--- src/itr_pkg.sv ---
`timescale 1ns / 1ps
`default_nettype none
package itr_pkg;

	localparam int VALUE_BITS_DEF = 64;
	localparam int MAX_DIGITS_DEF = 64;
	localparam int STEP_BITS      = 8;
	localparam int QUEUE_DEPTH    = 2;

	localparam logic [5:0] MIN_RADIX = 6'd2;
	localparam logic [5:0] MAX_RADIX = 6'd36;

	localparam logic [6:0] CHAR_ZERO     = 7'd48;
	localparam logic [6:0] CHAR_ALPHA    = 7'd87;
	localparam logic [6:0] CHAR_BAD      = 7'd63;
	localparam logic [5:0] DECIMAL_LIMIT = 6'd10;

	typedef struct packed {
		logic [63:0] value;
		logic [5:0]  base;
	} itr_in_t;

	typedef struct packed {
		logic [6:0] digit_char;
		logic       last;
	} itr_out_t;

	typedef struct packed {
		logic [63:0] value;
		logic [5:0]  radix;
	} itr_job_t;

	// "0123456789abcdefghijklmnopqrstuvwxyz", '?' past the end
	function automatic logic [6:0] digit_ascii(input logic [5:0] d);
		logic [6:0] c;
		if (d < DECIMAL_LIMIT) begin
			c = CHAR_ZERO + {1'b0, d};
		end else if (d <= (MAX_RADIX - 6'd1)) begin
			c = CHAR_ALPHA + {1'b0, d};
		end else begin
			c = CHAR_BAD;
		end
		return c;
	endfunction

endpackage
`default_nettype wire

--- src/itr_front.sv ---
`timescale 1ns / 1ps
`default_nettype none
module itr_front #(
	parameter int VALUE_BITS = itr_pkg::VALUE_BITS_DEF
) (
	input  wire logic             req_valid,
	output logic                  req_stall,
	input  itr_pkg::itr_in_t      req,
	input  wire logic             q_full,
	output logic                  q_push,
	output itr_pkg::itr_job_t     q_job
);

	assign req_stall = q_full;
	assign q_push    = req_valid & ~q_full;

	// drop value bits above VALUE_BITS, clamp radix into 2..36
	always_comb begin
		q_job.value = 64'(req.value[VALUE_BITS-1:0]);
		if (req.base < itr_pkg::MIN_RADIX) begin
			q_job.radix = itr_pkg::MIN_RADIX;
		end else if (req.base > itr_pkg::MAX_RADIX) begin
			q_job.radix = itr_pkg::MAX_RADIX;
		end else begin
			q_job.radix = req.base;
		end
	end

endmodule
`default_nettype wire

--- src/itr_queue.sv ---
`timescale 1ns / 1ps
`default_nettype none
module itr_queue (
	input  wire logic         clk,
	input  wire logic         arst_n,
	input  wire logic         push,
	input  itr_pkg::itr_job_t push_job,
	output logic              full,
	input  wire logic         pop,
	output logic              nonempty,
	output itr_pkg::itr_job_t head
);

	localparam int QW = (itr_pkg::QUEUE_DEPTH > 1) ? $clog2(itr_pkg::QUEUE_DEPTH) : 1;
	localparam int CW = $clog2(itr_pkg::QUEUE_DEPTH + 1);

	itr_pkg::itr_job_t slot_q [itr_pkg::QUEUE_DEPTH];
	logic [QW-1:0] wr_ptr_q;
	logic [QW-1:0] rd_ptr_q;
	logic [CW-1:0] count_q;

	assign full     = (count_q == CW'(itr_pkg::QUEUE_DEPTH));
	assign nonempty = (count_q != '0);
	assign head     = slot_q[rd_ptr_q];

	always_ff @(posedge clk or negedge arst_n) begin
		if (!arst_n) begin
			wr_ptr_q <= '0;
			rd_ptr_q <= '0;
			count_q  <= '0;
		end else begin
			if (push) begin
				wr_ptr_q <= (wr_ptr_q == QW'(itr_pkg::QUEUE_DEPTH - 1)) ? '0 : wr_ptr_q + 1'b1;
			end
			if (pop) begin
				rd_ptr_q <= (rd_ptr_q == QW'(itr_pkg::QUEUE_DEPTH - 1)) ? '0 : rd_ptr_q + 1'b1;
			end
			if (push && !pop) begin
				count_q <= count_q + 1'b1;
			end else if (pop && !push) begin
				count_q <= count_q - 1'b1;
			end
		end
	end

	always_ff @(posedge clk) begin
		if (push) begin
			slot_q[wr_ptr_q] <= push_job;
		end
	end

endmodule
`default_nettype wire

--- src/itr_back.sv ---
`timescale 1ns / 1ps
`default_nettype none
module itr_back #(
	parameter int VALUE_BITS = itr_pkg::VALUE_BITS_DEF,
	parameter int MAX_DIGITS = itr_pkg::MAX_DIGITS_DEF
) (
	input  wire logic         clk,
	input  wire logic         arst_n,
	input  wire logic         q_nonempty,
	input  itr_pkg::itr_job_t q_head,
	output logic              q_pop,
	output logic              rsp_valid,
	input  wire logic         rsp_stall,
	output itr_pkg::itr_out_t rsp
);

	localparam int SB     = itr_pkg::STEP_BITS;
	localparam int CHUNKS = (VALUE_BITS + SB - 1) / SB;
	localparam int DIV_W  = CHUNKS * SB;
	localparam int CW     = (CHUNKS > 1) ? $clog2(CHUNKS) : 1;
	localparam int AW     = $clog2(MAX_DIGITS);
	localparam int NW     = $clog2(MAX_DIGITS + 1);

	localparam logic [1:0] ST_IDLE = 2'd0;
	localparam logic [1:0] ST_DIV  = 2'd1;
	localparam logic [1:0] ST_EMIT = 2'd2;

	logic [1:0]       state_q;
	logic [DIV_W-1:0] dvd_q;
	logic [5:0]       radix_q;
	logic [5:0]       rem_q;
	logic [CW-1:0]    chunk_q;
	logic [NW-1:0]    cnt_q;
	logic [NW-1:0]    issue_q;
	logic             rd_valid_q;
	logic             rd_last_q;
	logic [5:0]       rd_data_q;
	logic             out_valid_q;
	itr_pkg::itr_out_t out_q;
	logic [5:0]       digit_mem [MAX_DIGITS];

	logic [6:0]       r;
	logic [SB-1:0]    qbits;
	logic [5:0]       rem_nx;
	logic [DIV_W-1:0] dvd_nx;
	logic             digit_done;
	logic             run_done;
	logic             move;
	logic             issue;
	logic [NW-1:0]    rd_idx;

	// one dividend byte per cycle: eight restoring steps on a narrow remainder
	always_comb begin
		r = {1'b0, rem_q};
		qbits = '0;
		for (int i = 0; i < SB; i++) begin
			r = {r[5:0], dvd_q[DIV_W-1-i]};
			qbits[SB-1-i] = (r >= {1'b0, radix_q});
			if (qbits[SB-1-i]) begin
				r = r - {1'b0, radix_q};
			end
		end
		rem_nx = r[5:0];
		dvd_nx = (dvd_q << SB) | DIV_W'(qbits);
	end

	assign digit_done = (state_q == ST_DIV) && (chunk_q == CW'(CHUNKS - 1));
	assign run_done   = (dvd_nx == '0) || ((cnt_q + 1'b1) == NW'(MAX_DIGITS));
	assign q_pop      = (state_q == ST_IDLE) && q_nonempty;

	assign move   = rd_valid_q && (!out_valid_q || !rsp_stall);
	assign issue  = (state_q == ST_EMIT) && (issue_q != cnt_q) && (!rd_valid_q || move);
	assign rd_idx = cnt_q - issue_q - NW'(1);

	always_ff @(posedge clk or negedge arst_n) begin
		if (!arst_n) begin
			state_q     <= ST_IDLE;
			chunk_q     <= '0;
			cnt_q       <= '0;
			issue_q     <= '0;
			rd_valid_q  <= 1'b0;
			out_valid_q <= 1'b0;
		end else begin
			unique case (state_q)
				ST_IDLE: begin
					if (q_nonempty) begin
						chunk_q <= '0;
						cnt_q   <= '0;
						state_q <= ST_DIV;
					end
				end
				ST_DIV: begin
					if (digit_done) begin
						chunk_q <= '0;
						cnt_q   <= cnt_q + 1'b1;
						if (run_done) begin
							issue_q <= '0;
							state_q <= ST_EMIT;
						end
					end else begin
						chunk_q <= chunk_q + 1'b1;
					end
				end
				ST_EMIT: begin
					if (issue_q == cnt_q && !rd_valid_q) begin
						state_q <= ST_IDLE;
					end
				end
				default: state_q <= ST_IDLE;
			endcase

			if (issue) begin
				issue_q <= issue_q + 1'b1;
			end
			if (issue) begin
				rd_valid_q <= 1'b1;
			end else if (move) begin
				rd_valid_q <= 1'b0;
			end
			if (move) begin
				out_valid_q <= 1'b1;
			end else if (!rsp_stall) begin
				out_valid_q <= 1'b0;
			end
		end
	end

	// datapath registers
	always_ff @(posedge clk) begin
		if (q_pop) begin
			dvd_q   <= q_head.value[DIV_W-1:0];
			radix_q <= q_head.radix;
			rem_q   <= '0;
		end else if (state_q == ST_DIV) begin
			dvd_q <= dvd_nx;
			rem_q <= digit_done ? 6'd0 : rem_nx;
		end
		if (move) begin
			out_q.digit_char <= itr_pkg::digit_ascii(rd_data_q);
			out_q.last       <= rd_last_q;
		end
	end

	// digit store: written least significant first, read back in reverse
	always_ff @(posedge clk) begin
		if (digit_done) begin
			digit_mem[cnt_q[AW-1:0]] <= rem_nx;
		end
		if (issue) begin
			rd_data_q <= digit_mem[rd_idx[AW-1:0]];
			rd_last_q <= ((issue_q + 1'b1) == cnt_q);
		end
	end

	assign rsp_valid = out_valid_q;
	assign rsp       = out_q;

endmodule
`default_nettype wire

--- src/integer_to_radix_digits.sv ---
`timescale 1ns / 1ps
`default_nettype none
// Converts an unsigned integer into radix 2..36 ASCII digits, most significant first.
// Each digit is found by dividing by the radix, one dividend byte per cycle in the
// divide unit; the digits are then streamed back out of the digit store.
// A two-entry queue accepts new items while a run is in progress.
// Reset clears all control state; the digit store is always written before it is read.
module integer_to_radix_digits #(
	parameter int VALUE_BITS = itr_pkg::VALUE_BITS_DEF,
	parameter int MAX_DIGITS = itr_pkg::MAX_DIGITS_DEF
) (
	input  wire logic         clk,
	input  wire logic         arst_n,
	input  wire logic         req_valid,
	output logic              req_stall,
	input  itr_pkg::itr_in_t  req,
	output logic              rsp_valid,
	input  wire logic         rsp_stall,
	output itr_pkg::itr_out_t rsp
);

	logic              q_full;
	logic              q_push;
	logic              q_pop;
	logic              q_nonempty;
	itr_pkg::itr_job_t q_job;
	itr_pkg::itr_job_t q_head;

	itr_front #(
		.VALUE_BITS(VALUE_BITS)
	) u_front (
		.req_valid(req_valid),
		.req_stall(req_stall),
		.req      (req),
		.q_full   (q_full),
		.q_push   (q_push),
		.q_job    (q_job)
	);

	itr_queue u_queue (
		.clk     (clk),
		.arst_n  (arst_n),
		.push    (q_push),
		.push_job(q_job),
		.full    (q_full),
		.pop     (q_pop),
		.nonempty(q_nonempty),
		.head    (q_head)
	);

	itr_back #(
		.VALUE_BITS(VALUE_BITS),
		.MAX_DIGITS(MAX_DIGITS)
	) u_back (
		.clk       (clk),
		.arst_n    (arst_n),
		.q_nonempty(q_nonempty),
		.q_head    (q_head),
		.q_pop     (q_pop),
		.rsp_valid (rsp_valid),
		.rsp_stall (rsp_stall),
		.rsp       (rsp)
	);

endmodule
`default_nettype wire
--- config.mk ---
export PLATFORM = sky130hd
export DESIGN_NAME = integer_to_radix_digits
export DESIGN_NICKNAME = d
export VERILOG_FILES = /design/src/itr_pkg.sv /design/src/itr_front.sv /design/src/itr_queue.sv /design/src/itr_back.sv /design/src/integer_to_radix_digits.sv
export SDC_FILE = /design/constraint.sdc
export NUM_CORES = 1
export LEC_CHECK = 0
export CAP_MARGIN = 20
export CELL_PAD_IN_SITES_DETAIL_PLACEMENT = 0
export CELL_PAD_IN_SITES_GLOBAL_PLACEMENT = 1
export CORE_MARGIN = 1
export CORE_UTILIZATION = 51
export CTS_BUF_LIST = sky130_fd_sc_hd__clkbuf_4 sky130_fd_sc_hd__clkbuf_8 sky130_fd_sc_hd__clkbuf_16
export CTS_CLUSTER_DIAMETER = 120
export CTS_CLUSTER_SIZE = 24
export DETAILED_ROUTE_END_ITERATION = 7
export DONT_BUFFER_PORTS = 1
export GPL_ROUTABILITY_DRIVEN = 1
export GPL_TIMING_DRIVEN = 0
export PLACE_DENSITY = 0.76
export RECOVER_POWER = 100
export SLEW_MARGIN = 20
export SYNTH_ARGS = -nofsm -noshare
export SYNTH_HDL_FRONTEND = slang
export SYNTH_SLANG_ARGS = --single-unit
export TNS_END_PERCENT = 5
--- constraint.sdc ---
create_clock -name clk -period 22.9 [get_ports clk]
set_input_delay 6.87 -clock clk [delete_from_list [all_inputs] [get_ports clk]]
set_output_delay 6.87 -clock clk [all_outputs]
set_load 0.1 [all_outputs]
# Word-level counts from Yosys, hierarchy flattened
# Memories as Yosys holds them, arrays and structs flattened. A register that Yosys moved wholly into a read port is not among the register bits.
# Index checks and enable logic that the tools add are counted.
[totals] regBits=110 ramBits=524 input_bits=74 output_inout_bits=10 word_cells=136 memories=2
[classes] add_sub_neg=19 n_lt_le_gt_ge=12 eq_ne=13 mux=42 bitwise=3 n_reduce_logical=30
[memory_table] memory="u_back.digit_mem" words=64 word_bits=6 read_ports=1 rd_clocked_by_memory_dff=1 wr=1 line="itr_back.sv:40" text="logic [5:0] digit_mem [MAX_DIGITS];"
[memory_table] memory="u_queue.slot_q" words=2 word_bits=70 read_ports=1 rd_clocked_by_memory_dff=0 wr=1 line="itr_queue.sv:17" text="itr_pkg::itr_job_t slot_q [itr_pkg::QUEUE_DEPTH];"
[op_table] cell="2-to-1 mux 64 bit" n=2
[op_table] cell="2-to-1 mux 6 bit" n=11
[op_table] cell="logical NOT 64 bit" n=1
[op_table] cell="bitwise OR 64 x 8 -> 64 bit" n=1
[op_table] cell="greater-or-equal comparator 7 x 6 -> 1 bit" n=8
[op_table] cell="2-to-1 mux 7 bit" n=8
[op_table] cell="subtractor 6 bit" n=9
[op_table] cell="nonzero test 2 bit" n=8
[op_table] cell="adder 7 x 1 -> 7 bit, second input constant" n=2
[op_table] cell="== test 7 bit" n=2
[op_table] cell="case mux 7 bit (2 select lines)" n=1
[op_table] cell="2-to-1 mux 2 bit" n=6
[op_table] cell="2-to-1 mux 1 bit" n=10
[op_table] cell="logical AND 1 bit" n=8
[op_table] cell="!= test 2 x 1 -> 1 bit, second input constant" n=4
[op_table] cell="adder 6 x 6 -> 7 bit, first input constant" n=1
[op_table] cell="adder 7 x 6 -> 7 bit, first input constant" n=1
[op_table] cell="== test 7 bit, second input constant" n=1
[op_table] cell="!= test 7 bit" n=1
[op_table] cell="greater-than comparator 6 bit, second input constant" n=1
[op_table] cell="less-or-equal comparator 6 bit, second input constant" n=1
[op_table] cell="< comparator 6 x 2 -> 1 bit, second input constant" n=1
[op_table] cell="< comparator 6 x 4 -> 1 bit, second input constant" n=1
[op_table] cell="2-to-1 mux 3 bit" n=2
[op_table] cell="19 further kinds" n=28

# Longest topological paths before layout
# Gate-level depths: netlist of run 1.
[depth] word_depth=22 ltp_mapped=89 ltp_nobuf=82

# By module
# A second synthesis of run 1 with hierarchy kept.
[unflattened] cells_unflattened=1863 hier_area_um2=29281.8
[by_module_without_submodules] mod="itr_back" instances=1 cells_per_inst=1552 area_per_inst_um2=23115.9 seq_area_each_um2=14729.1
[by_module_without_submodules] mod="itr_queue" instances=1 cells_per_inst=234 area_per_inst_um2=5591.6 seq_area_each_um2=4304.1
[by_module_without_submodules] mod="itr_front" instances=1 cells_per_inst=77 area_per_inst_um2=574.3 seq_area_each_um2=0.0

# Worst setup path after synthesis of run 1
# Ideal clock, no wire load.
[synth_timing] kind="flip-flop to flip-flop" from="register u_back.radix_q[1]" to="memory u_back.digit_mem[0][0], data pin" setup_ns=0.571 t_arrival_ns=17.268 required_time_ns=22.329 path_slack_ns=5.061 path_stages_with_launch=80 n_path_buf=4 period_less_slack_ns=17.839 path_cell_list="edfxtp_1 inv_1 ha_1 a21o_1 a31oi_1 o21ai_2 buf_6 o21ai_0 inv_1 ha_1 nor2b_1 o2111ai_1 a31oi_1 a2111oi_4 buf_2 mux2_2 inv_1 ha_1 [... 44 more ...] a21o_1 a311oi_1 or2_2 nand4b_1 a21oi_1 a21oi_4 mux2_2 inv_1 ha_1 nor2b_1 o21ai_0 nand2b_1 a31o_2 a21o_1 a21o_1 a21oi_1 o211ai_4 mux2i_1"
[synth_via] elab_chain_len=16 elab_cells_between_ends=23 cone_classes="add/sub (7); order compare (8); mux (8)"
[synth_rtl] item="from (decl)" line="itr_back.sv:30" text="logic [5:0] radix_q;"
[synth_rtl] item="from (signal assigned)" line="itr_back.sv:132" text="radix_q <= q_head.radix;"
[synth_rtl] item="subtractor 6 bit / greater-or-equal comparator 7 x 6 -> 1 bit (equally long branches)" line="itr_back.sv:60, itr_back.sv:58"
[synth_rtl] item="2-to-1 mux 6 bit" line="itr_back.sv:59" text="if (qbits[SB-1-i]) begin"
[synth_rtl] item="subtractor 6 bit / greater-or-equal comparator 7 x 6 -> 1 bit (equally long branches)" line="itr_back.sv:60, itr_back.sv:58"
[synth_rtl] item="2-to-1 mux 6 bit" line="itr_back.sv:59"
[synth_rtl] item="subtractor 6 bit / greater-or-equal comparator 7 x 6 -> 1 bit (equally long branches)" line="itr_back.sv:60, itr_back.sv:58"
[synth_rtl] item="2-to-1 mux 6 bit" line="itr_back.sv:59"
[synth_rtl] item="subtractor 6 bit / greater-or-equal comparator 7 x 6 -> 1 bit (equally long branches)" line="itr_back.sv:60, itr_back.sv:58"
[synth_rtl] item="2-to-1 mux 6 bit" line="itr_back.sv:59"
[synth_rtl] item="subtractor 6 bit / greater-or-equal comparator 7 x 6 -> 1 bit (equally long branches)" line="itr_back.sv:60, itr_back.sv:58"
[synth_rtl] item="2-to-1 mux 6 bit" line="itr_back.sv:59"
[synth_rtl] item="greater-or-equal comparator 7 x 6 -> 1 bit / subtractor 6 bit (equally long branches)" line="itr_back.sv:58, itr_back.sv:60"
[synth_rtl] item="2-to-1 mux 6 bit" line="itr_back.sv:59"
[synth_rtl] item="subtractor 6 bit / greater-or-equal comparator 7 x 6 -> 1 bit (equally long branches)" line="itr_back.sv:60, itr_back.sv:58"
[synth_rtl] item="2-to-1 mux 6 bit" line="itr_back.sv:59"
[synth_rtl] item="greater-or-equal comparator 7 x 6 -> 1 bit (*)" line="itr_back.sv:58" text="qbits[SB-1-i] = (r >= {1'b0, radix_q});"
[synth_rtl] item="2-to-1 mux 6 bit (*)" line="itr_back.sv:59"
[synth_rtl] item="via u_back.r[0]" line="itr_back.sv:42" text="logic [6:0] r;"
[synth_rtl] item="to (decl)" line="itr_back.sv:40"
# Mark *: on every way through the listed nets, which the timed path passes. The rest lies on a longest branch.

# Final worst setup path of run 1
[layout_timing] from="register u_back.radix_q[1]" to="register u_back.issue_q[0]"
[layout_via] elab_chain_len=20 elab_cells_between_ends=27 cone_classes="add/sub (7); order compare (8); mux (7); bitwise (1); reduce/logical (4)"
[layout_rtl] item="subtractor 6 bit / greater-or-equal comparator 7 x 6 -> 1 bit (equally long branches)" line="itr_back.sv:60, itr_back.sv:58"
[layout_rtl] item="2-to-1 mux 6 bit" line="itr_back.sv:59"
[layout_rtl] item="subtractor 6 bit / greater-or-equal comparator 7 x 6 -> 1 bit (equally long branches)" line="itr_back.sv:60, itr_back.sv:58"
[layout_rtl] item="2-to-1 mux 6 bit" line="itr_back.sv:59"
[layout_rtl] item="subtractor 6 bit / greater-or-equal comparator 7 x 6 -> 1 bit (equally long branches)" line="itr_back.sv:60, itr_back.sv:58"
[layout_rtl] item="2-to-1 mux 6 bit" line="itr_back.sv:59"
[layout_rtl] item="subtractor 6 bit / greater-or-equal comparator 7 x 6 -> 1 bit (equally long branches)" line="itr_back.sv:60, itr_back.sv:58"
[layout_rtl] item="2-to-1 mux 6 bit" line="itr_back.sv:59"
[layout_rtl] item="[... 4 more ...]"
[layout_rtl] item="subtractor 6 bit / greater-or-equal comparator 7 x 6 -> 1 bit (equally long branches)" line="itr_back.sv:60, itr_back.sv:58"
[layout_rtl] item="2-to-1 mux 6 bit" line="itr_back.sv:59"
[layout_rtl] item="greater-or-equal comparator 7 x 6 -> 1 bit" line="itr_back.sv:58"
[layout_rtl] item="bitwise OR 64 x 8 -> 64 bit (*)" line="itr_back.sv:64" text="dvd_nx = (dvd_q << SB) | DIV_W'(qbits);"
[layout_rtl] item="logical NOT 64 bit (*)" line="itr_back.sv:68" text="assign run_done = (dvd_nx == '0) || ((cnt_q + 1'b1) == NW'(MAX_DIGITS));"
[layout_rtl] item="logical OR 1 bit (*)" line="itr_back.sv:68"
[layout_rtl] item="nonzero test 2 bit (no line) (*)"
[layout_rtl] item="AND reduction 3 bit (no line) (*)"
[layout_rtl] item="to (signal assigned)" line="itr_back.sv:113" text="issue_q <= issue_q + 1'b1;"
[layout_rtl] item="to (decl)" line="itr_back.sv:34" text="logic [NW-1:0] issue_q;"
# Mark *: on every way between the ends. The rest lies on a longest branch, timed or not.
# A chain may end at the register's enable or synchronous reset.

==> impl_results.md, run 1 <==
* Status: finished with violations
* Failing checks: max-capacitance violations, max-slew violations
* Worst setup SP type: flop
* Remaining DRCs at 0
* Switching Share at 20.2%
* Die height at 237 um
* Final Cell Area at 30300 um^2
* CP Buf/Inv Count at 9
* TritonCTS buffer count at 30
* Wire per inst at 23.4 um
* Clock sinks at 640
* Internal Power at 1.63 mW
* RSZ-0062 raised after global routing: no
* Final slew viol count at 167
* Post-synth top area share at 64.7%
* Setup WS post-layout at 2.43 ns
* Hold WS at 0.447 ns
* Cells after DPL at 2497
* Max Root-Sink Buffers at 3
* Initial antenna violation count at 1
* Critical path's most frequent cell: o21ai_0
* Combinational share of power at 3.4%
* Routed Antenna Nets at 0
* Required time of the critical path at 23.40 ns
* Finished Layout Cells at 2555
* Die area at 56400 um^2
* Post-Syn Area per Cell at 16.2 um^2
* RD Place Congestion at 0.847
* Share of cells above drive strength 1 at 13.4%
* Worst path slowest cell: edfxtp_1
* Tot Pwr at 2.04 mW
* Critical path's top delay family: compound AO/OA/AOI/OAI gates
* Dpl hpwl at 42.0 mm
* Peak Freq at 48.8 MHz
* Total number of vias at 15100
* Final nets at 1936
* Via density per instance at 5.90
* Nature of the critical path endpoint: flop
* Fillers at 4205
* Worst-Skew Late Latency at 0.62 ns
* Top cells by count, synth: edfxtp_1 (609), mux4_2 (120), nor2_1 (115)
* Synth Net Count at 1893
* Max_slew headroom at -59.5%
* Total net switching power at 412 uW
* Final hold vios at 0
* Row count at 85
* Clock slew at reported path FFs at 0.09 ns
* Leak at 10.8 nW
* EDFF count, synth at 609
* Slowest stage delay, CP at 0.79 ns
* Detailed Routing Iterations Pass 1 at 5
* GRT Residual Overflow at 0
* Fin Setup TNS at 0 ns
* DRT Wirelength at 59.8 mm
* Layout Utilization at 55.8%
* Ports at 84
* Post-Synthesis Cells at 1747
* Drt initial violations at 1444
* Die X-Extent at 237 um
* Leading area contributor after synthesis: edfxtp_1
* Fraction of registers with async set/reset at 3.91%
* GRT Overall Usage at 21.6%
* Hold_buf cts at 0
* Critical path class: reg2reg
* Number of global-route vias before repair at 15300
* Main synth FF type: edfxtp_1
* CTS tree: done
* Seq pwr share at 66.2%
* First-pass GRT wire length at 92.4 mm
* Synthesized cell area at 28300 um^2
* Max Fanout on Critical Path at 10
* Count leader, synth: edfxtp_1
* Worst Tran Pin Value at 2.39 ns
* Synth Register Bits at 640
* Clk_skew at 0.0264 ns
* Worst IR Drop VDD at 0.0475 mV
* Part of the Yosys area used for sequential elements at 67.3%
* Port bufs at 0
* Cts repair resizes at 0
* Top post-synthesis cells by area: edfxtp_1 (65%), mux4_2 (9.6%), ha_1 (2.8%)
* Placed Instance Area at 29500 um^2
* Pin count of the biggest net entering global routing at 66
* Worst path arrival time at 20.98 ns
* H-tree Lvls at 1
* # setup viols final at 0
* Synth Warn # at 0
* Class of the worst hold path: reg2reg
* Starting Density at 52.0%
* Yosys cell types at 90
* Pwr per Cell Area at 67.4 nW/um^2
* Post-CTS setup buffer count at 0
* Area growth from synthesis to layout at 7.22%
* Core area at 54300 um^2
* Clock root cell: clkbuf_16
* Final min period at 20.47 ns
* Clock power share at 30.4%
* Dpl ws at 2.85 ns
* Maximum capacitance violations at 5
* Tcrit/Tclk final at 89.4%
## power groups by stage
stage / clock network, mW / registers (mW) / logic (mW)
2_1_floorplan: 0 / 1.38 / 0.0502
3_3_place_gp: 0 / 1.38 / 0.0683
3_5_place_dp: 0 / 1.38 / 0.0828
4_1_cts: 0.639 / 1.35 / 0.0831
5_1_grt: 0.677 / 1.36 / 0.0773
6_report: 0.621 / 1.35 / 0.0702
## path summary, 6_finish.rpt
| path | from | slack, ns | cells past startpoint | end |
|---|---|---|---|---|
| max in group asynchronous | arst_n | 16.86 | 0 | u_queue.rd_ptr_q |
| worst max-delay path | u_back.radix_q[1] | 2.43 | 82 | u_back.issue_q[0] |
| min in group asynchronous | arst_n | 5.94 | 0 | u_back.cnt_q[2] |
| worst min-delay path | u_back.rd_last_q | 0.45 | 0 | u_back.rsp[0] |
| worst max register to register | u_back.radix_q[1] | 2.43 | 82 | u_back.issue_q[0] |
| worst min register to register | u_back.rd_last_q | 0.45 | 0 | u_back.rsp[0] |
## cells in the final DEF, fill, tap and decap left out, types with 6 or more instances in the layout
| cell type | synthesis | routed |
|---|---|---|
| mux4_2 | 120 | 120 |
| dfxtp_1 | 6 | 6 |
| inv_1 | 62 | 61 |
| nor3_1 | 11 | 11 |
| a21oi_1 | 41 | 41 |
| nand2_1 | 107 | 108 |
| clkbuf_4 | 0 | 23 |
| nor2b_1 | 25 | 25 |
| dfrtp_1 | 25 | 25 |
| nand2b_1 | 13 | 13 |
| a21o_1 | 22 | 22 |
| nor4_1 | 16 | 16 |
| and3_1 | 15 | 15 |
| nand4_1 | 8 | 8 |
| fa_1 | 9 | 9 |
| mux2_2 | 22 | 18 |
| nand3b_1 | 9 | 9 |
| a31oi_1 | 9 | 9 |
| a22o_1 | 10 | 10 |
| o21ai_0 | 99 | 100 |
| xnor2_1 | 33 | 33 |
| ha_1 | 63 | 63 |
| nor2_1 | 115 | 114 |
| clkbuf_1 | 50 | 63 |
| edfxtp_1 | 609 | 609 |
| a211oi_1 | 12 | 12 |
| nand3_1 | 14 | 14 |
| xor2_1 | 16 | 16 |
| or3_1 | 8 | 8 |
| clkbuf_16 | 0 | 30 |
| buf_1 | 17 | 10 |
| mux2i_1 | 77 | 77 |
## worst reg2reg max path, delay by kind of cell (launching register included)
kind                     cells  cell delay, ns
adder cells (fa/ha/maj)      8            2.32
AND/OR/NAND/NOR             21            3.80
AO/OA/AOI/OAI               39            9.64
flip-flops                   1            0.79
multiplexers                 5            1.88
buffers and inverters        9            1.95
## area by class of cell
type | count | area [um^2] | area share [%]
clock buffers | 53 | 923 | 3.05
clock inverters | 3 | 28.8 | 0.0949
flip-flops and latches | 640 | 19000 | 62.8
well taps | 739 | 925 | 3.05
inverters | 63 | 238 | 0.784
plain buffers | 74 | 315 | 1.04
repair buffers | 11 | 146 | 0.483
multi-input cells | 970 | 8700 | 28.7
diodes | 2 | 5.00 | 0.0165
## metal layers
layer / vias to the layer above / part of all wire (%) / global-route usage [%]
li1: 6908 / - / -
met1: 7705 / 45 / 31.3
met2: 419 / 48 / 35.1
met3: 47 / 6.2 / 3.62
met4: 0 / 1.4 / 3.83
met5: - / 0 / 0
## cell families after synthesis
kind of cell | count (synthesis) | share of synthesized area [%]
DFF | 640 | 67.3
and+or+nand+nor | 376 | 6.53
AOI/OAI and AO/OA | 251 | 5.94
muxes | 221 | 13.3
buffers and inverters | 137 | 1.96
adders and majority gates | 73 | 3.46
xor gates and xnor gates | 49 | 1.52
## flip-flops by register name, summed over array words and instances, names as in the netlist, 3 cells and up
name,count
u_back.rd_data_q,6
u_back.issue_q,7
u_back.rsp,8
u_back.dvd_q,64
u_queue.slot_q,140
u_back.chunk_q,3
u_back.cnt_q,7
u_back.rem_q,6
u_back.radix_q,6
u_back.digit_mem,384
Note: power is estimated with default switching activity, not from simulation.
==> run 2: changes to the inputs <==
CAP_MARGIN = 30   (was 20)
clock period = 20.6 ns   (was 22.9 ns; I/O delays follow)
==> impl_results.md, run 2 (same netlist as run 1, synthesis figures left out) <==
* Status: finished with violations
* Failing checks: max-capacitance violations, max-slew violations
* Remaining DRCs at 0 (unchanged)
* Area growth from synthesis to layout at 7.80%
* Max_slew headroom at -61.7% (-2.1 points)
* Metal2 WL at 28.5 mm (-0.22%)
* Die X-Extent at 237 um (unchanged)
* Hold_buf cts at 0 (unchanged)
* Most common cell after layout, fill and taps aside: edfxtp_1
* Hold Path Origin: u_back.rd_last_q
* Final hold vios at 0 (unchanged)
* Share of cells above drive strength 1 at 14.7% (+1.3 points)
* Leak at 10.9 nW (+0.73%)
* Final nets at 1954 (+0.93%)
* First-pass GRT wire length at 91.9 mm (-0.54%)
* Most frequent cells in the layout: edfxtp_1 (609), mux4_2 (120), nor2_1 (113), nand2_1 (107), o21ai_0 (98)
* Clk_skew at 0.0385 ns (+0.0121 ns)
* Met1 Wirelength at 26.8 mm (+0.43%)
* Switching Share at 20.3% (+0.089 points)
* Worst R2R Start: u_back.radix_q[4]
* Clock root cell: clkbuf_16
* Peak Freq at 52.5 MHz (+7.6%)
* Tcrit/Tclk final at 92.4% (+3.0 points)
* Worst path arrival time at 19.55 ns (-1.43 ns)
* Reg2reg setup slack at 1.57 ns (-0.86 ns)
* GRT Residual Overflow at 0 (unchanged)
* Internal Power at 1.81 mW (+11%)
* Dpl hpwl at 42.0 mm (about the same)
* Worst path slowest cell: or4_2
* CTS tree: done
* Via density per instance at 5.87 (-0.51%)
* Final min period at 19.03 ns (-1.44 ns)
* Fin Setup TNS at 0 ns (unchanged)
* # setup viols final at 0 (unchanged)
* GRT Overall Usage at 21.6% (-0.036 points)
* Reg2reg end: u_back.issue_q[0]
* Critical path class: reg2reg
* H-tree Lvls at 1 (unchanged)
* Class of the worst hold path: reg2reg
* Worst setup SP type: flop
* Die height at 237 um (unchanged)
* Worst-Skew Late Latency at 0.62 ns (about the same)
* Wire per inst at 23.3 um (-0.52%)
* DRT Wirelength at 59.9 mm (+0.19%)
* Combinational share of power at 3.5% (about the same)
* Core area at 54300 um^2 (unchanged)
* Maximum capacitance violations at 5 (unchanged)
* Die area at 56400 um^2 (unchanged)
* Dpl ws at 0.522 ns (-2.32 ns)
* Seq pwr share at 66.1% (about the same)
* Routed Antenna Nets at 0 (unchanged)
* Max Root-Sink Buffers at 3 (unchanged)
* Port bufs at 0 (unchanged)
* Total net switching power at 461 uW (+12%)
* Pin count of the biggest net entering global routing at 66 (unchanged)
* Slowest stage delay, CP at 0.56 ns (-0.23 ns)
* Number of flip-flops in the largest register at 384 (unchanged)
* Worst reg-to-reg path cell count at 82 (unchanged)
* Final slew viol count at 167 (unchanged)
* Max Fanout on Critical Path at 10 (unchanged)
* Row count at 85 (unchanged)
* Clock sinks at 640 (unchanged)
* Clock slew at reported path FFs at 0.10 ns (about the same)
* Fillers at 4176 (-0.69%)
* Required time of the critical path at 21.12 ns (-2.28 ns)
* Total number of vias at 15100 (+0.19%)
* Pwr per Cell Area at 74.7 nW/um^2 (+11%)
* Worst IR Drop VDD at 0.0501 mV (+5.5%)
* Worst Tran Pin Value at 2.42 ns (+0.0317 ns)
* RSZ-0062 raised after global routing: no
* Clock power share at 30.4% (about the same)
* Routed met3 length at 3.65 mm (-1.1%)
* Nature of the critical path endpoint: flop
* Ports at 84 (unchanged)
* Number of global-route vias before repair at 15100 (-1.3%)
* RD Place Congestion at 0.847 (unchanged)
* TritonCTS buffer count at 30 (unchanged)
* Crit path launch: u_back.radix_q[4]
* Setup WS post-layout at 1.57 ns (-0.860 ns)
* Critical path's most frequent cell: ha_1
* Detailed Routing Iterations Pass 1 at 5 (unchanged)
* Starting Density at 52.0% (unchanged)
* Initial antenna violation count at 2 (+1)
* Worst setup path end: u_back.issue_q[0]
* Drt initial violations at 1431 (-0.90%)
* Top layer in use: met5
[run 2: worst min-delay path by stage]
stage	to	cells after the start	slack (ns)
3_5_place_dp	u_back.rsp[0]	0	0.43
3_3_place_gp	u_back.rsp[0]	0	0.41
2_1_floorplan	u_back.rsp[0]	0	0.40
5_1_grt	u_back.rsp[0]	0	0.48
4_1_cts	u_back.rsp[0]	0	0.46
6_report	u_back.rsp[0]	0	0.45
[run 2: power by group through the flow]
stage               sequential, mW  combinational (mW)  clock, mW
floorplan                     1.53              0.0558          0
global route                  1.51              0.0861      0.754
global placement              1.54              0.0760          0
detailed placement            1.53              0.0921          0
CTS                           1.50              0.0925      0.709
finish                        1.50              0.0789      0.692
[run 2: final cells by class]
class / instances / area [um^2] / share of cell area (%)
Timing Repair Buffer: 29 / 284 / 0.932
Clock buffer: 53 / 923 / 3.03
Multi-Input combinational cell: 970 / 8720 / 28.6
Buffer: 74 / 317 / 1.04
Inverter: 63 / 241 / 0.792
Tap cell: 739 / 925 / 3.03
Antenna cell: 2 / 5.00 / 0.0164
Sequential cell: 640 / 19000 / 62.5
Clock inverter: 3 / 28.8 / 0.0944
[run 2: metrics by stage]
stage / area (um^2) / utilization (%) / instances / power [mW] / hold slack [ns]
final: 30500 / 56.1 / 2573 / 2.28 / 0.450
after global routing: 30500 / 56.1 / 2571 / 2.35 / 0.475
after CTS: 30400 / 56.0 / 2555 / 2.30 / 0.457
after detailed placement: 29500 / 54.3 / 2499 / 1.62 / 0.434
after global placement: 29200 / 53.7 / 2486 / 1.61 / 0.406
after floorplan: 28300 / - / 1747 / 1.59 / 0.400
[run 2: routing by layer]
layer | track usage, % | vias to the layer above
li1 | - | 6929
met1 | 31.4 | 7704
met2 | 35.0 | 413
met3 | 3.48 | 60
met4 | 4.07 | 2
met5 | 0 | -
[run 2: repair_timing]
item | CTS | global route
resized for setup | 0 | 7
setup buffers | 0 | 9
endpoints found under the setup margin | 0 | 400
[run 2: critical path: cells and delay by family, from the launching register on]
kind            cells  cell delay, ns
buf+inv            12            1.86
fa+ha+maj           8            2.41
compound gates     36            8.69
mux                 4            1.40
simple gates       22            4.22
flops               1            0.38
==> run 3: changes to the inputs <==
MAX_ROUTING_LAYER = met4   (was default)
==> impl_results.md, run 3 (same netlist as run 1, synthesis figures left out) <==
* Status: finished with violations
* Failing checks: max-capacitance violations, max-slew violations
* First-pass GRT wire length at 91.9 mm (about the same)
* Nature of the critical path endpoint: flop
* Worst R2R Start: u_back.radix_q[4]
* Placed Instance Area at 29500 um^2 (unchanged)
* Remaining DRCs at 0 (unchanged)
* Final Cell Area at 30500 um^2 (about the same)
* Cells after DPL at 2499 (unchanged)
* Reg2reg setup slack at 1.55 ns (-0.02 ns)
* Leak at 10.9 nW (unchanged)
* Final hold vios at 0 (unchanged)
* CP Buf/Inv Count at 12 (unchanged)
* RSZ-0062 raised after global routing: no
* DRT Wirelength at 59.9 mm (about the same)
* Final min period at 19.05 ns (+0.0191 ns)
* Switching Share at 20.3% (+0.044 points)
* Via density per instance at 5.87 (about the same)
* Class of the worst hold path: reg2reg
* Final slew viol count at 167 (unchanged)
* Max Root-Sink Buffers at 3 (unchanged)
* Most frequent cells in the layout: edfxtp_1 (609), mux4_2 (120), nor2_1 (113), nand2_1 (107), o21ai_0 (98)
* CTS tree: done
* Hold Path Depth at 0 (unchanged)
* Fin Setup TNS at 0 ns (unchanged)
* Total number of vias at 15100 (+0.026%)
* GRT Overall Usage at 22.3% (+0.68 points)
* Core area at 54300 um^2 (unchanged)
* Required time of the critical path at 21.12 ns (about the same)
* Finished Layout Cells at 2574 (+0.039%)
* Clock sinks at 640 (unchanged)
* H-tree Lvls at 1 (unchanged)
* Worst path arrival time at 19.57 ns (+0.02 ns)
* Slowest stage delay, CP at 0.56 ns (about the same)
* Die height at 237 um (unchanged)
* Pin count of the biggest net entering global routing at 66 (unchanged)
* Drt initial violations at 1503 (+5.0%)
* Ports at 84 (unchanged)
* Row count at 85 (unchanged)
* Pwr per Cell Area at 74.7 nW/um^2 (about the same)
* Hold Path Origin: u_back.rd_last_q
* Combinational share of power at 3.5% (about the same)
* Worst path slowest cell: or4_2
* # setup viols final at 0 (unchanged)
* Critical path's most frequent cell: ha_1
* Critical path class: reg2reg
* Worst IR Drop VDD at 0.0501 mV (about the same)
* Hold_buf cts at 0 (unchanged)
* Seq pwr share at 66.1% (about the same)
* Met1 Wirelength at 26.9 mm (+0.28%)
* Dpl hpwl at 42.0 mm (unchanged)
* Worst setup SP type: flop
* Clock power share at 30.5% (about the same)
* Top layer in use: met4
* Initial antenna violation count at 2 (unchanged)
* Detailed Routing Iterations Pass 1 at 5 (unchanged)
* Worst Tran Pin Value at 2.43 ns (+0.00669 ns)
* Routed met3 length at 3.46 mm (-5.2%)
* Starting Density at 52.0% (unchanged)
* Number of flip-flops in the largest register at 384 (unchanged)
* Final nets at 1954 (unchanged)
* Maximum capacitance violations at 5 (unchanged)
* Die X-Extent at 237 um (unchanged)
* Clock slew at reported path FFs at 0.10 ns (about the same)
* Most common cell after layout, fill and taps aside: edfxtp_1
* Number of global-route vias before repair at 15100 (unchanged)
* Metal2 WL at 28.6 mm (+0.36%)
* Wire per inst at 23.3 um (-0.12%)
* Critical path's top delay family: compound AO/OA/AOI/OAI gates
* Peak Freq at 52.5 MHz (-0.10%)
* Max Fanout on Critical Path at 10 (unchanged)
* Share of cells above drive strength 1 at 14.7% (unchanged)
* TritonCTS buffer count at 30 (unchanged)
* Tcrit/Tclk final at 92.5% (+0.093 points)
* Die area at 56400 um^2 (unchanged)
* Tot Pwr at 2.28 mW (about the same)
* Port bufs at 0 (unchanged)
* RD Place Congestion at 0.861 (+1.6%)
* WHS Endpoint: u_back.rsp[0]
* GRT Residual Overflow at 0 (unchanged)
* Area growth from synthesis to layout at 7.81% (about the same)
* Internal Power at 1.81 mW (about the same)
* Max_slew headroom at -62.1% (-0.45 points)
* Total net switching power at 462 uW (+0.28%)
* Clk_skew at 0.0354 ns (-0.00318 ns)
* Clock root cell: clkbuf_16
* Routed Antenna Nets at 0 (unchanged)
* Worst-Skew Late Latency at 0.62 ns (about the same)
* Worst reg-to-reg path cell count at 82 (unchanged)
* Reg2reg end: u_back.issue_q[0]
-- run 3: cell types whose count changed in the layout (fill, tap and decap cells not counted), sizes merged --
cell | before | now
diode | 2 | 3
-- run 3: worst reg2reg max path, delay by kind of cell, from the launching register on --
kind | cells | cell delay [ns]
simple gates | 22 | 4.22
buf+inv | 12 | 1.85
flops | 1 | 0.38
fa+ha+maj | 8 | 2.41
mux | 4 | 1.41
compound gates | 36 | 8.70
-- run 3: through the flow --
step | setup WS (ns) | util, % | hold WS (ns)
global placement | -2.68 | 53.7 | 0.406
detailed placement | 0.522 | 54.3 | 0.434
finish | 1.55 | 56.1 | 0.450
global route | 0.0832 | 56.1 | 0.475
CTS | 0.410 | 56.0 | 0.457
floorplan | 2.76 | - | 0.400
-- run 3: worst max-delay path by stage --
| stage | from | cells past startpoint | to | slack (ns) |
|---|---|---|---|---|
| after detailed placement | u_back.radix_q[1] | 82 | u_back.issue_q[0] | 0.52 |
| final | u_back.radix_q[4] | 82 | u_back.issue_q[0] | 1.55 |
| after floorplan | u_back.radix_q[1] | 79 | u_back.digit_mem[0][0] | 2.76 |
| after global placement | u_back.radix_q[1] | 79 | u_back.digit_mem[4][0] | -2.68 |
| after global routing | u_back.radix_q[1] | 82 | u_back.issue_q[0] | 0.08 |
| after CTS | u_back.radix_q[1] | 82 | u_back.issue_q[0] | 0.41 |
-- run 3: layout make-up --
| type | count | area, um^2 |
|---|---|---|
| Tap cell | 739 | 925 |
| Clock buffer | 53 | 923 |
| Clock inverter | 3 | 28.8 |
| Fill cell | 4178 | 23900 |
| Multi-Input combinational cell | 970 | 8720 |
| Sequential cell | 640 | 19000 |
| Inverter | 63 | 241 |
| Antenna cell | 3 | 7.51 |
| Buffer | 74 | 317 |
| Timing Repair Buffer | 29 | 284 |
-- run 3: layer usage --
metal | global-route usage, % | vias up
li1 | - | 6935
met1 | 31.4 | 7729
met2 | 34.9 | 394
met3 | 3.46 | 54
met4 | 4.07 | 0
met5 | - | -
-- run 3: power groups by stage --
stage          logic [mW]  clock network (mW)  registers, mW
2_1_floorplan      0.0558                   0           1.53
5_1_grt            0.0860               0.755           1.51
3_3_place_gp       0.0760                   0           1.54
6_report           0.0788               0.694           1.50
3_5_place_dp       0.0921                   0           1.53
4_1_cts            0.0925               0.709           1.50
-- run 3: timing repair --
action	CTS	global route
hold endpoints to repair	0	0
endpoints found under the setup margin	0	400
setup buffers	0	9
resized for setup	0	7
